==> src/rtl/mapss_pkg.sv <==
`timescale 1ns / 1ps
package mapss_pkg;
    localparam int MaxB      = 1024;
    localparam int ValueBits = 32;
    localparam int SumBits   = ValueBits + 1;
    localparam int BAddrW    = $clog2(MaxB);
    localparam int BCntW     = BAddrW + 1;
    localparam int ACntW     = 16;

    typedef struct packed {
        logic load_b;
        logic start_a;
        logic step;
        logic finish;
    } t_cmd;

    typedef struct packed {
        logic scan_done;
        logic b_full;
    } t_sts;
endpackage

==> src/rtl/mapss_ctrl.sv <==
`timescale 1ns / 1ps
module mapss_ctrl import mapss_pkg::*; (
    input  logic i_clk,
    input  logic i_rst_n,
    input  logic i_in_valid,
    input  logic i_op,
    input  logic i_last,
    output logic o_in_ready,
    input  t_sts i_sts,
    output t_cmd o_cmd,
    output logic o_out_load,
    input  logic i_out_free
);
    typedef enum logic [2:0] {
        S_IDLE = 3'b001,
        S_SCAN = 3'b010,
        S_DONE = 3'b100
    } t_state;
    t_state r_state, n_state;
    logic r_last, n_last;

    always_comb begin
        n_state    = r_state;
        n_last     = r_last;
        o_in_ready = 1'b0;
        o_cmd      = '0;
        o_out_load = 1'b0;
        case (r_state)
            S_IDLE: begin
                o_in_ready = 1'b1;
                if (i_in_valid) begin
                    if (!i_op) begin
                        o_cmd.load_b = 1'b1;
                    end else begin
                        o_cmd.start_a = 1'b1;
                        n_last  = i_last;
                        n_state = S_SCAN;
                    end
                end
            end
            S_SCAN: begin
                o_cmd.step = 1'b1;
                if (i_sts.scan_done) begin
                    n_state = r_last ? S_DONE : S_IDLE;
                end
            end
            S_DONE: begin
                if (i_out_free) begin
                    o_out_load   = 1'b1;
                    o_cmd.finish = 1'b1;
                    n_state      = S_IDLE;
                end
            end
            default: n_state = S_IDLE;
        endcase
    end

    always_ff @(posedge i_clk) begin
        if (!i_rst_n) begin
            r_state <= S_IDLE;
            r_last  <= 1'b0;
        end else begin
            r_state <= n_state;
            r_last  <= n_last;
        end
    end

    // b loads are only taken while idle
    assert property (@(posedge i_clk) disable iff (!i_rst_n)
        o_cmd.load_b |-> r_state == S_IDLE)
        else $error("b load outside idle");
    assert property (@(posedge i_clk) disable iff (!i_rst_n)
        o_out_load |=> r_state == S_IDLE)
        else $error("result not followed by idle");
    assert property (@(posedge i_clk) disable iff (!i_rst_n)
        $onehot0({o_cmd.load_b, o_cmd.start_a, o_cmd.step, o_cmd.finish}))
        else $error("conflicting commands");
endmodule

==> config.mk <==
export PLATFORM = sky130hd
export DESIGN_NAME = mapss_ctrl
export DESIGN_NICKNAME = d
export VERILOG_FILES = /design/src/rtl/mapss_pkg.sv /design/src/rtl/mapss_ctrl.sv
export SDC_FILE = /design/constraint.sdc
export NUM_CORES = 1
export LEC_CHECK = 0
export ABC_AREA = 0
export ABC_CLOCK_PERIOD_IN_PS = 3200
export BUFFER_PORTS_ARGS = -buffer_cell sky130_fd_sc_hd__buf_2
export CELL_PAD_IN_SITES_DETAIL_PLACEMENT = 1
export CELL_PAD_IN_SITES_GLOBAL_PLACEMENT = 2
export CORE_AREA = 2 2 39 41
export CTS_CLUSTER_DIAMETER = 80
export DETAILED_ROUTE_END_ITERATION = 10
export DIE_AREA = 0 0 41 43
export PLACE_DENSITY_LB_ADDON = 0.1
export SLEW_MARGIN = 10
export SYNTH_ARGS = -nofsm -noshare
export SYNTH_HDL_FRONTEND = slang
export SYNTH_SLANG_ARGS = --single-unit
==> constraint.sdc <==
create_clock -name i_clk -period 3.2 [get_ports i_clk]
set_input_delay 0 -clock i_clk [delete_from_list [all_inputs] [get_ports i_clk]]
set_output_delay 0 -clock i_clk [all_outputs]
set_load 0.005 [all_outputs]
### After elaboration in Yosys (flattened, before gate mapping)

Index checks and enable logic that the tools add are counted.

| storage, ports and cells | value |
|---|---|
| register bits after elaboration | 4 |
| input bits | 8 |
| output and inout port bits | 6 |
| logic and storage cells | 25 |

| operators by class | value |
|---|---|
| eq/ne operators | 7 |
| multiplexer cells | 14 |
| reduce and logical (&&, ||, !) cells | 2 |

Operators by type and width:

| kind | number |
|---|---|
| 2-to-1 mux 3 bit | 5 |
| case mux 3 bit (3 select lines) | 1 |
| inequality test 2 bit (second input constant) | 4 |
| 2-to-1 mux 1 bit | 6 |
| 2-to-1 mux 2 bit | 2 |
| AND reduction 4 bit | 1 |
| == test 3 x 1 -> 1 bit (second input constant) | 1 |
| == test 3 x 2 -> 1 bit (second input constant) | 1 |
| == test 3 bit (second input constant) | 1 |
| AND reduction 3 bit | 1 |

### Depth between registers and ports, before layout

Gate-level depths: netlist (run 1).

| depth | value |
|---|---|
| word-level depth | 3 |
| gate-level depth with buffers | 3 |
| mapped depth without buffers | 3 |

### Least setup slack after synthesis (run 1)

No wires, ideal clock.

| timing | value |
|---|---|
| path kind | register -> register |
| from | register r_state[0] |
| to | register r_state[0] |
| setup time | 0.135 ns |
| arrival | 1.022 ns |
| data required time | 3.065 ns |
| setup slack | 2.042 ns |
| cell stages (with the launch flop) | 4 |
| path buffers | 0 |
| clock period less this slack | 1.158 ns |
| cells stage by stage | dfxtp_1 > or4b_4 > o21ai_2 > o311ai_1 |

| between the ends | value |
|---|---|
| longest elaborated chain between the ends | 3 |
| elaborated cells between the ends (all ways) | 9 |
| those cells by class | 7 x eq/ne; 1 x mux; 1 x reduce/logical |

Ends and longest elaborated chain:

| item | line | source |
|---|---|---|
| from (decl) | mapss_ctrl.sv:19 | `t_state r_state, n_state;` |
| from (signal assigned) | mapss_ctrl.sv:63 | `r_state <= n_state;` |
| == test 3 bit (tied with other cells) | mapss_ctrl.sv:28 | `case (r_state)` |
| inequality test 2 bit (no line) | - |  |
| AND reduction 4 bit (no line) | - |  |

Parallel ways exist; a longest one is shown, timed or not.
A chain may end at the register's enable or synchronous reset.

==> impl_metrics.py, run 1 <==
metrics = {
    "sta": {
        "layout_min_cycle_time_ns": 1.30,
        "max_slew_margin": 0.795,
        "setup_ws_ns": 1.90,
        "rsz0062_at_grt": "false",
        "timing.fmax_mhz": 766,
        "setup_viol": 0,
        "skew_ns": 0.00140,
        "worst_pin_slew_ns": 0.306,
        "hold_viol": 0,
        "final.setup.tns_ns": 0,
        "maxSlewViolCount": 0,
        "min_period_over_period": 0.408,
    },
    "status": {
        "status": "completed",
    },
    "detailed_routing": {
        "routedWlPerCell_um": 11.0,
        "firstDrtPassIters": 1,
        "vias": 234,
        "drc": 0,
        "wl_um": 594,
        "viasPerCell": 4.33,
        "initialDrtViolationCount": 0,
        "antenna_left": 0,
    },
    "clock_tree": {
        "cts_tree": "done",
        "path_clk_slew_ns": 0.04,
        "clock_path_buffers": 2,
        "h-tree-depth": 1,
        "clock-sinks": 4,
        "clockRootBuffer": "clkbuf_4",
        "cts_resized": 0,
        "numCtsBuffers": 3,
        "clk_latency_ns": 0.23,
    },
    "pwr": {
        "power.density_nw_per_um2": 409,
        "max-vdd-ir-drop_mv": 0.136,
        "p_leak_nw": 0.174,
    },
    "grt": {
        "use_met2": 0.131,
        "grt_overflow_total": 0,
        "grt_pass1_wl_um": 1060,
        "antenna_found_initial": 0,
        "gr-usage-met3": 0.0314,
        "use_met1": 0.103,
        "grt_use_total": 0.0955,
        "grt_max_degree": 7,
        "busiest_layer": "met2",
        "grt_pass1_vias": 268,
    },
    "finish": {
        "fin_util": 0.246,
        "n_antenna_cell": 0,
        "nFillCells": 172,
        "layout.cells.non_filler": 54,
        "area_growth_pct": 44.7,
        "layout.nets": 48,
        "layout_commonest_cell": "buf_2",
        "final_cell_mix": "12 x buf_2, 4 x nand2_1, 4 x dfxtp_1",
        "drive_above_1_share": 0.579,
    },
    "logic_synthesis": {
        "synth_area_leader_cell": "dfxtp_1",
        "yosysWarnings": 0,
        "synth-seq-cells": 4,
        "syn_area_um2": 235,
        "synthCells": 23,
        "yosys.area.top_type_share": 0.340,
        "syn-num-nets": 31,
        "ys_types": 15,
        "synth.avg_cell_area_um2": 10.2,
        "ys_seq_area_frac": 0.340,
        "synth.area.top_cells": "dfxtp_1 34%, o211a_1 8.5%, nand2b_2 7.4%, nand2_1 6.4%, or4b_4 5.9%",
    },
    "setup_path": {
        "endpoint_kind": "primary output",
        "worstPathMaxFanout": 6,
        "worstSetupPathType": "register to primary output",
        "critPathRequiredTime_ns": 3.20,
        "arrival_ns": 1.30,
        "cp-start-kind": "register",
    },
    "floorplan": {
        "die_area_um2": 1760,
        "core_area_um2": 1380,
        "initial_utilization": 0.170,
        "die_h_um": 43,
        "rows": 14,
        "die_x_um": 41,
        "io_pins": 14,
    },
    "job": {
        "cap_violations": 0,
    },
    "place": {
        "pre_cts_slack_ns": 1.96,
        "io_buffers": 12,
        "placedCellCount": 50,
        "gp_congestion": 0.732,
    },
    "min_path": {
        "hold_path_class": "input port to register",
    },
}
state kept, by name, indices dropped and copies added (netlist names):
name and flops:
r_state 3, r_last 1
worst paths after layout:
check	endpoint	depth (start not counted)	slack, ns	startpoint
worst max register to register	r_state[0]	3	1.98	r_state[0]
worst max-delay path	o_cmd[2]	3	1.90	r_state[0]
worst min register to register	r_last	2	0.47	r_last
worst min-delay path	r_last	3	0.02	i_last
critical path, cell delays in order, from the launching register on:
cell and delay [ns]:
dfxtp_1 0.38, nor3b_2 0.33, and3_4 0.25, buf_2 0.11
stage by stage:
stage | total power [mW] | hold slack, ns | instance area [um^2]
finish | 0.139 | 0.0151 | 340
global route | 0.151 | 0.0351 | 340
CTS | 0.146 | 0.00341 | 340
detailed placement | 0.0787 | 0.253 | 308
global placement | 0.0776 | 0.233 | 308
floorplan | 0.0673 | 0.0784 | 235
layout make-up:
class / instances / area [um^2] / area share
timing repair buffer: 13 / 70.1 / 0.206
clock buffer: 3 / 22.5 / 0.0662
sequential: 4 / 80.1 / 0.235
multi-input combinational: 18 / 148 / 0.434
tap: 16 / 20.0 / 0.0588
cells by family after synthesis:
family,after synthesis,share of synthesized area
multiplexers,1,0.0426
buffers and inverters,1,0.0319
flip-flops,4,0.340
AO/OA/AOI/OAI,4,0.160
AND/OR/NAND/NOR,13,0.425
Yosys cell counts:
cell / number
nor3b_2: 1
and3b_1: 1
o311ai_1: 1
nand2_1: 4
nand2b_2: 2
dfxtp_1: 4
nor2_1: 1
mux2i_1: 1
buf_4: 1
and3_4: 1
nor3_1: 1
o21ai_2: 1
o211a_1: 2
and4bb_2: 1
or4b_4: 1
per-layer routing:
metal,routed length [um],share of wire
met1,234,0.39
met2,305,0.51
met3,54,0.091
met4,0,0
met5,0,0
report_power, final:
group          internal [mW]  switching, mW
clock network         0.0419         0.0195
registers             0.0528        0.00281
logic                 0.0125        0.00975
total                  0.107         0.0320
what timing repair did:
item | CTS | global route
hold endpoints to repair | 1 | 0
hold buffers | 1 | 0
buffers inserted | 0 | 0
Power figures use the tool's default switching activity.
==> inputs of run 2 (changes only) <==
- ABC_CLOCK_PERIOD_IN_PS: 3200 -> 1200
- CORE_AREA: 2 2 39 41 -> default
- CORE_UTILIZATION: default -> 18
- DIE_AREA: 0 0 41 43 -> default
- clock period: 3.2 -> 1.2 ns (I/O delays scaled with it)
==> run 2 against run 1 <==
  * Wire length is 11% higher
  * Hold slack worse by 0.0094 ns
  * Total power grew to 2.9 times the previous value
  * Sequential power increased to 2.7 times the previous value
  * Clock-buffer cell count unchanged
  * Die area decreased by 17%
  * Flip-flop and latch count stayed put
  * Sequential share of layout area fell by 1.9 points
  * Utilization increased by 9.0 points
  * Largest power group unchanged
  * Highest routed layer is now met4
==> impl_metrics.py, run 2 (synthesis results as in run 1) <==
metrics = {
    "finish": {
        "largest_register_ffs": 3,
        "layout_commonest_cell": "buf_2",
        "layout.nets": 52,
        "seqCellArea_um2": 83.8,
        "top_regs": "r_state (3), r_last (1)",
        "layout.cells.non_filler": 56,
        "n_antenna_cell": 0,
        "multi_input_comb_area_um2": 154,
        "fin_util": 0.335,
        "nFillCells": 143,
        "design_area_um2": 388,
        "top_register": "r_state",
        "final_cell_mix": "11 x buf_2, 4 x nand2_1, 3 x clkbuf_4, 3 x buf_4, 3 x dfxtp_2",
        "area_growth_pct": 64.9,
        "drive_above_1_share": 0.690,
    },
    "setup_path": {
        "slowest_stage": "or4b_4",
        "worstPathMaxFanout": 4,
        "endpoint_kind": "register",
        "critPathTopFamily": "simple AND/OR/NAND/NOR gates",
        "crit_chain": "or4b_4 > o21ai_2 > o311ai_1",
        "critPathRequiredTime_ns": 1.31,
        "worstSetupPathType": "register to register",
        "reg2reg_depth": 3,
        "reg2reg_slack_ns": 0.02,
        "rr_endpoint": "r_state[0]",
        "max_stage_delay_ns": 0.53,
        "path_buf_inv": 0,
        "arrival_ns": 1.30,
        "r2r-start": "r_state[1]",
        "cp-start-kind": "register",
    },
    "clock_tree": {
        "clock_path_buffers": 2,
        "h-tree-depth": 1,
        "clockRootBuffer": "clkbuf_4",
        "clk_latency_ns": 0.24,
        "cts_tree": "done",
        "path_clk_slew_ns": 0.04,
        "numCtsBuffers": 3,
        "clock-sinks": 4,
    },
    "sta": {
        "timing.fmax_mhz": 845,
        "setup_ws_ns": 0.0161,
        "hold_viol": 0,
        "setup_viol": 0,
        "final.setup.tns_ns": 0,
        "worst_pin_slew_ns": 0.283,
        "min_period_over_period": 0.987,
        "rsz0062_at_grt": "true",
        "maxSlewViolCount": 0,
        "layout_min_cycle_time_ns": 1.18,
        "max_slew_margin": 0.810,
        "skew_ns": 0.00222,
    },
    "grt": {
        "grt_use_total": 0.117,
        "grt_overflow_total": 0,
        "grt_max_degree": 6,
        "grt_pass1_wl_um": 1080,
        "grt_pass1_vias": 268,
        "antenna_found_initial": 0,
    },
    "place": {
        "placedCellCount": 50,
        "hpwl_um": 478,
        "gp_congestion": 0.709,
        "io_buffers": 12,
        "place_area_um2": 320,
        "pre_cts_slack_ns": 0.00404,
    },
    "min_path": {
        "hold_path_class": "input port to register",
        "hold_start": "i_last",
        "hold_end": "r_last",
        "hold_depth": 3,
    },
    "detailed_routing": {
        "antenna_left": 0,
        "firstDrtPassIters": 2,
        "routedWlPerCell_um": 11.8,
        "vias": 255,
        "wl_um": 660,
        "initialDrtViolationCount": 2,
        "viasPerCell": 4.55,
        "drc": 0,
    },
    "floorplan": {
        "die_area_um2": 1460,
        "die_x_um": 38.2,
        "die_h_um": 38.2,
        "rows": 12,
        "core_area_um2": 1160,
        "initial_utilization": 0.203,
        "io_pins": 14,
    },
    "pwr": {
        "netSwitchingFraction": 0.248,
        "comb_power_share": 0.211,
        "p_clk_frac": 0.426,
        "power.density_nw_per_um2": 1060,
        "p_int_uw": 308,
        "sequentialPowerShare": 0.363,
        "p_leak_nw": 0.199,
        "p_sw_uw": 102,
        "max-vdd-ir-drop_mv": 0.613,
    },
    "job": {
        "cap_violations": 0,
    },
    "status": {
        "status": "completed",
    },
}
## run 2: worst register-to-register path, stage by stage, from the launching register on
cell and delay [ns]:
dfxtp_2 0.34, or4b_4 0.53, o21ai_2 0.08, o311ai_1 0.11
## run 2: how the worst max path moves through the flow
stage                    start          to  slack, ns  cells after the start
floorplan           r_state[0]  r_state[0]       0.04                      3
global placement    r_state[1]  r_state[0]     0.0005                      3
detailed placement  r_state[1]  r_state[0]      0.004                      3
CTS                 r_state[1]  r_state[0]      0.003                      3
global route        r_state[1]  r_state[0]      -0.01                      3
finish              r_state[1]  r_state[0]       0.02                      3
## run 2: cell type report
cell class | count | share of cell area
Tap cell | 14 | 0.0452
Clock buffer | 3 | 0.0581
Multi-Input combinational cell | 18 | 0.397
Sequential cell | 4 | 0.216
Timing Repair Buffer | 17 | 0.284
## run 2: power groups by stage
stage | Combinational, mW | Clock, mW | Sequential (mW)
2_1_floorplan | 0.0310 | 0 | 0.148
3_3_place_gp | 0.0654 | 0 | 0.149
3_5_place_dp | 0.0662 | 0 | 0.149
4_1_cts | 0.0824 | 0.184 | 0.149
5_1_grt | 0.0943 | 0.190 | 0.150
6_report | 0.0866 | 0.175 | 0.149
## run 2: repair_timing
| item | in CTS | in global routing |
|---|---|---|
| endpoints found under the hold margin | 1 | 0 |
| resized for setup | 4 | 2 |
| setup endpoints to repair | 3 | 3 |
| hold buffers | 1 | 0 |
| pin swaps | 1 | 3 |
| setup buffers | 2 | 0 |
| gates cloned | 0 | 0 |
## run 2: routing by layer
layer | global-route usage | wire (um) | part of all wire
met2 | 0.174 | 354 | 0.54
met4 | 0.107 | 20 | 0.030
met3 | 0.0523 | 23 | 0.035
met1 | 0.120 | 261 | 0.40
met5 | 0 | 0 | 0
## run 2: metrics by stage
step | hold WS, ns | power, mW
floorplan | 0.0784 | 0.179
global placement | 0.245 | 0.214
detailed placement | 0.242 | 0.215
CTS | 0.00490 | 0.415
global route | 0.0236 | 0.435
finish | 0.00570 | 0.410
==> inputs of run 3 (changes only) <==
- ABC_AREA: 0 -> 1
- SKIP_LAST_GASP: default -> 1
==> run 3 against run 2 <==
  * Via count is 18% higher
  * Hold slack better by 0.0058 ns
  * Total power increased by 4.0%
  * Global-route usage shrank 0.34 points
  * Register-to-register slack better by 0.19 ns
  * Wire length is 7.6% higher
  * Sequential power is 4% higher
  * Clock skew grew 0.0025 ns
  * Utilization is 3.9 points lower
  * First-iteration DRC count up 50%
  * Critical endpoint is now o_cmd[3]
==> impl_metrics.py, run 3 <==
metrics = {
    "place": {
        "pre_cts_slack_ns": 0.187,
        "gp_congestion": 0.682,
        "hpwl_um": 595,
        "io_buffers": 12,
    },
    "finish": {
        "layout.nets": 65,
        "area_growth_pct": 46.1,
        "n_antenna_cell": 0,
        "fin_util": 0.297,
        "final_cell_mix": "12 x buf_2, 5 x inv_2, 5 x nor2_1",
        "largest_register_ffs": 3,
        "drive_above_1_share": 0.600,
        "top_register": "r_state",
        "layout_commonest_cell": "buf_2",
        "top_regs": "r_state (3), r_last (1)",
    },
    "setup_path": {
        "worstSetupPathType": "register to primary output",
        "max_stage_delay_ns": 0.32,
        "slowest_stage": "dfxtp_2",
        "r2r-start": "r_state[1]",
        "cp-start-kind": "register",
        "endpoint_kind": "primary output",
        "rr_endpoint": "r_state[0]",
        "reg2reg_depth": 6,
        "worstPathMaxFanout": 3,
        "arrival_ns": 1.08,
        "crit_top_cell": "inv_2",
        "crit_chain": "inv_2 > nand3_4 > inv_2 > nand2_1 > nor2_1 > buf_2",
        "reg2reg_slack_ns": 0.21,
        "critPathRequiredTime_ns": 1.20,
    },
    "sta": {
        "worst_pin_slew_ns": 0.224,
        "skew_ns": 0.00470,
        "max_slew_margin": 0.850,
        "setup_ws_ns": 0.124,
        "timing.fmax_mhz": 929,
        "rsz0062_at_grt": "false",
        "layout_min_cycle_time_ns": 1.08,
        "hold_viol": 0,
        "final.setup.tns_ns": 0,
        "whs_ns": 0.0115,
        "setup_viol": 0,
        "min_period_over_period": 0.897,
        "maxSlewViolCount": 0,
    },
    "pwr": {
        "max-vdd-ir-drop_mv": 0.443,
        "p_leak_nw": 0.211,
        "power.density_nw_per_um2": 1070,
    },
    "logic_synthesis": {
        "syn-num-nets": 47,
        "synthXorXnorAreaFrac": 0,
        "synth.avg_cell_area_um2": 7.03,
        "synth_area_leader_cell": "dfxtp_1",
        "yosysWarnings": 0,
        "yosys.area.top_type_share": 0.292,
        "ys_seq_area_frac": 0.292,
        "synthArstFlopShare": 0,
        "synth_fa_ha_area_frac": 0,
        "synth-seq-cells": 4,
        "synthSimpleGateAreaFrac": 0.429,
        "synth_top_family_by_area": "simple AND/OR/NAND/NOR gates",
        "synthCells": 39,
        "dominantRegCellSynth": "dfxtp_1",
        "synth_edf_count": 0,
        "synth_common_cells": "5 x inv_1, 5 x nor2_1",
        "synth_compound_area_frac": 0.128,
        "ys_types": 18,
        "synth.area.top_cells": "dfxtp_1 29%, nor2_4 8.2%, nand3_1 7.3%, inv_1 6.8%, nor2_1 6.8%",
        "syn_area_um2": 274,
        "yosys-mux-area-fraction": 0,
    },
    "min_path": {
        "hold_end": "r_last",
        "hold_depth": 3,
        "hold_path_class": "input port to register",
        "hold_start": "i_last",
    },
    "floorplan": {
        "die_x_um": 41.0,
        "core_area_um2": 1350,
        "die_area_um2": 1680,
        "rows": 13,
        "die_h_um": 41.0,
        "io_pins": 14,
        "initial_utilization": 0.203,
    },
    "detailed_routing": {
        "routedWlPerCell_um": 10.1,
        "antenna_left": 0,
        "viasPerCell": 4.29,
        "drc": 0,
        "vias": 300,
        "initialDrtViolationCount": 3,
        "firstDrtPassIters": 2,
        "wl_um": 710,
    },
    "clock_tree": {
        "cts_tree": "done",
        "clock_path_buffers": 2,
        "holdBufCountCts": 0,
        "path_clk_slew_ns": 0.03,
        "clk_latency_ns": 0.23,
        "clockRootBuffer": "clkbuf_4",
        "clock-sinks": 4,
        "h-tree-depth": 1,
        "numCtsBuffers": 3,
    },
    "grt": {
        "antenna_found_initial": 0,
        "grt_overflow_total": 0,
        "grt_pass1_vias": 275,
        "grt_pass1_wl_um": 1190,
        "grt_max_degree": 5,
        "grt_use_total": 0.113,
    },
    "job": {
        "cap_violations": 0,
    },
    "status": {
        "status": "completed",
    },
}
run 3: routing by layer:
| layer | GRT usage | part of all wire | up-vias |
|---|---|---|---|
| met2 | 0.176 | 0.49 | 8 |
| met4 | 0 | 0 | 0 |
| met5 | 0 | 0 | - |
| li1 | - | - | 155 |
| met3 | 0.0815 | 0.049 | 0 |
| met1 | 0.133 | 0.46 | 137 |
run 3: logic make-up after synthesis:
family | Yosys count
buffers and inverters | 10
and+or+nand+nor | 20
DFF | 4
AOI/OAI and AO/OA | 5
run 3: worst max path at each step:
stage	from	endpoint	slack, ns	depth (start not counted)
2_1_floorplan	r_state[2]	o_cmd[0]	0.22	3
3_3_place_gp	r_state[1]	r_state[0]	0.18	6
3_5_place_dp	r_state[2]	r_last	0.19	6
4_1_cts	r_state[2]	o_cmd[3]	0.01	6
5_1_grt	r_state[1]	o_cmd[3]	0.005	6
6_report	r_state[1]	o_cmd[3]	0.12	6
run 3: critical path, delay by kind of cell, from the launching register on:
kind	cells	cell delay, ns
flip-flops	1	0.32
buffers and inverters	3	0.29
AND/OR/NAND/NOR	3	0.23
run 3: per-stage QoR:
step           total power, mW  instances  cell area [um^2]
6_report                 0.427         70               400
4_1_cts                  0.425         68               374
3_5_place_dp             0.247         65               345
3_3_place_gp             0.243         65               345
5_1_grt                  0.467         70               400
2_1_floorplan            0.212         39               274
run 3: layout make-up:
cell class | instances | area, um^2
fillers | 182 | 950
repair buffers | 14 | 75.1
inverters | 9 | 33.8
multi-input cells | 25 | 166
flip-flops and latches | 4 | 83.8
clock buffers | 3 | 22.5
well taps | 15 | 18.8
run 3: power by group:
group          internal (mW)  total, mW  switching [mW]  leakage (nW)
Sequential             0.143      0.155          0.0117        0.0334
Combinational         0.0490      0.105          0.0562         0.164
Clock                  0.112      0.167          0.0547        0.0138
Total                  0.304      0.427           0.123         0.211
run 3: repair_timing:
action / 4_1_cts / 5_1_grt
setup buffers: 0 / 2
resized for setup: 2 / 4
gates cloned: 0 / 0
pin swaps: 0 / 1
endpoints found under the setup margin: 3 / 3
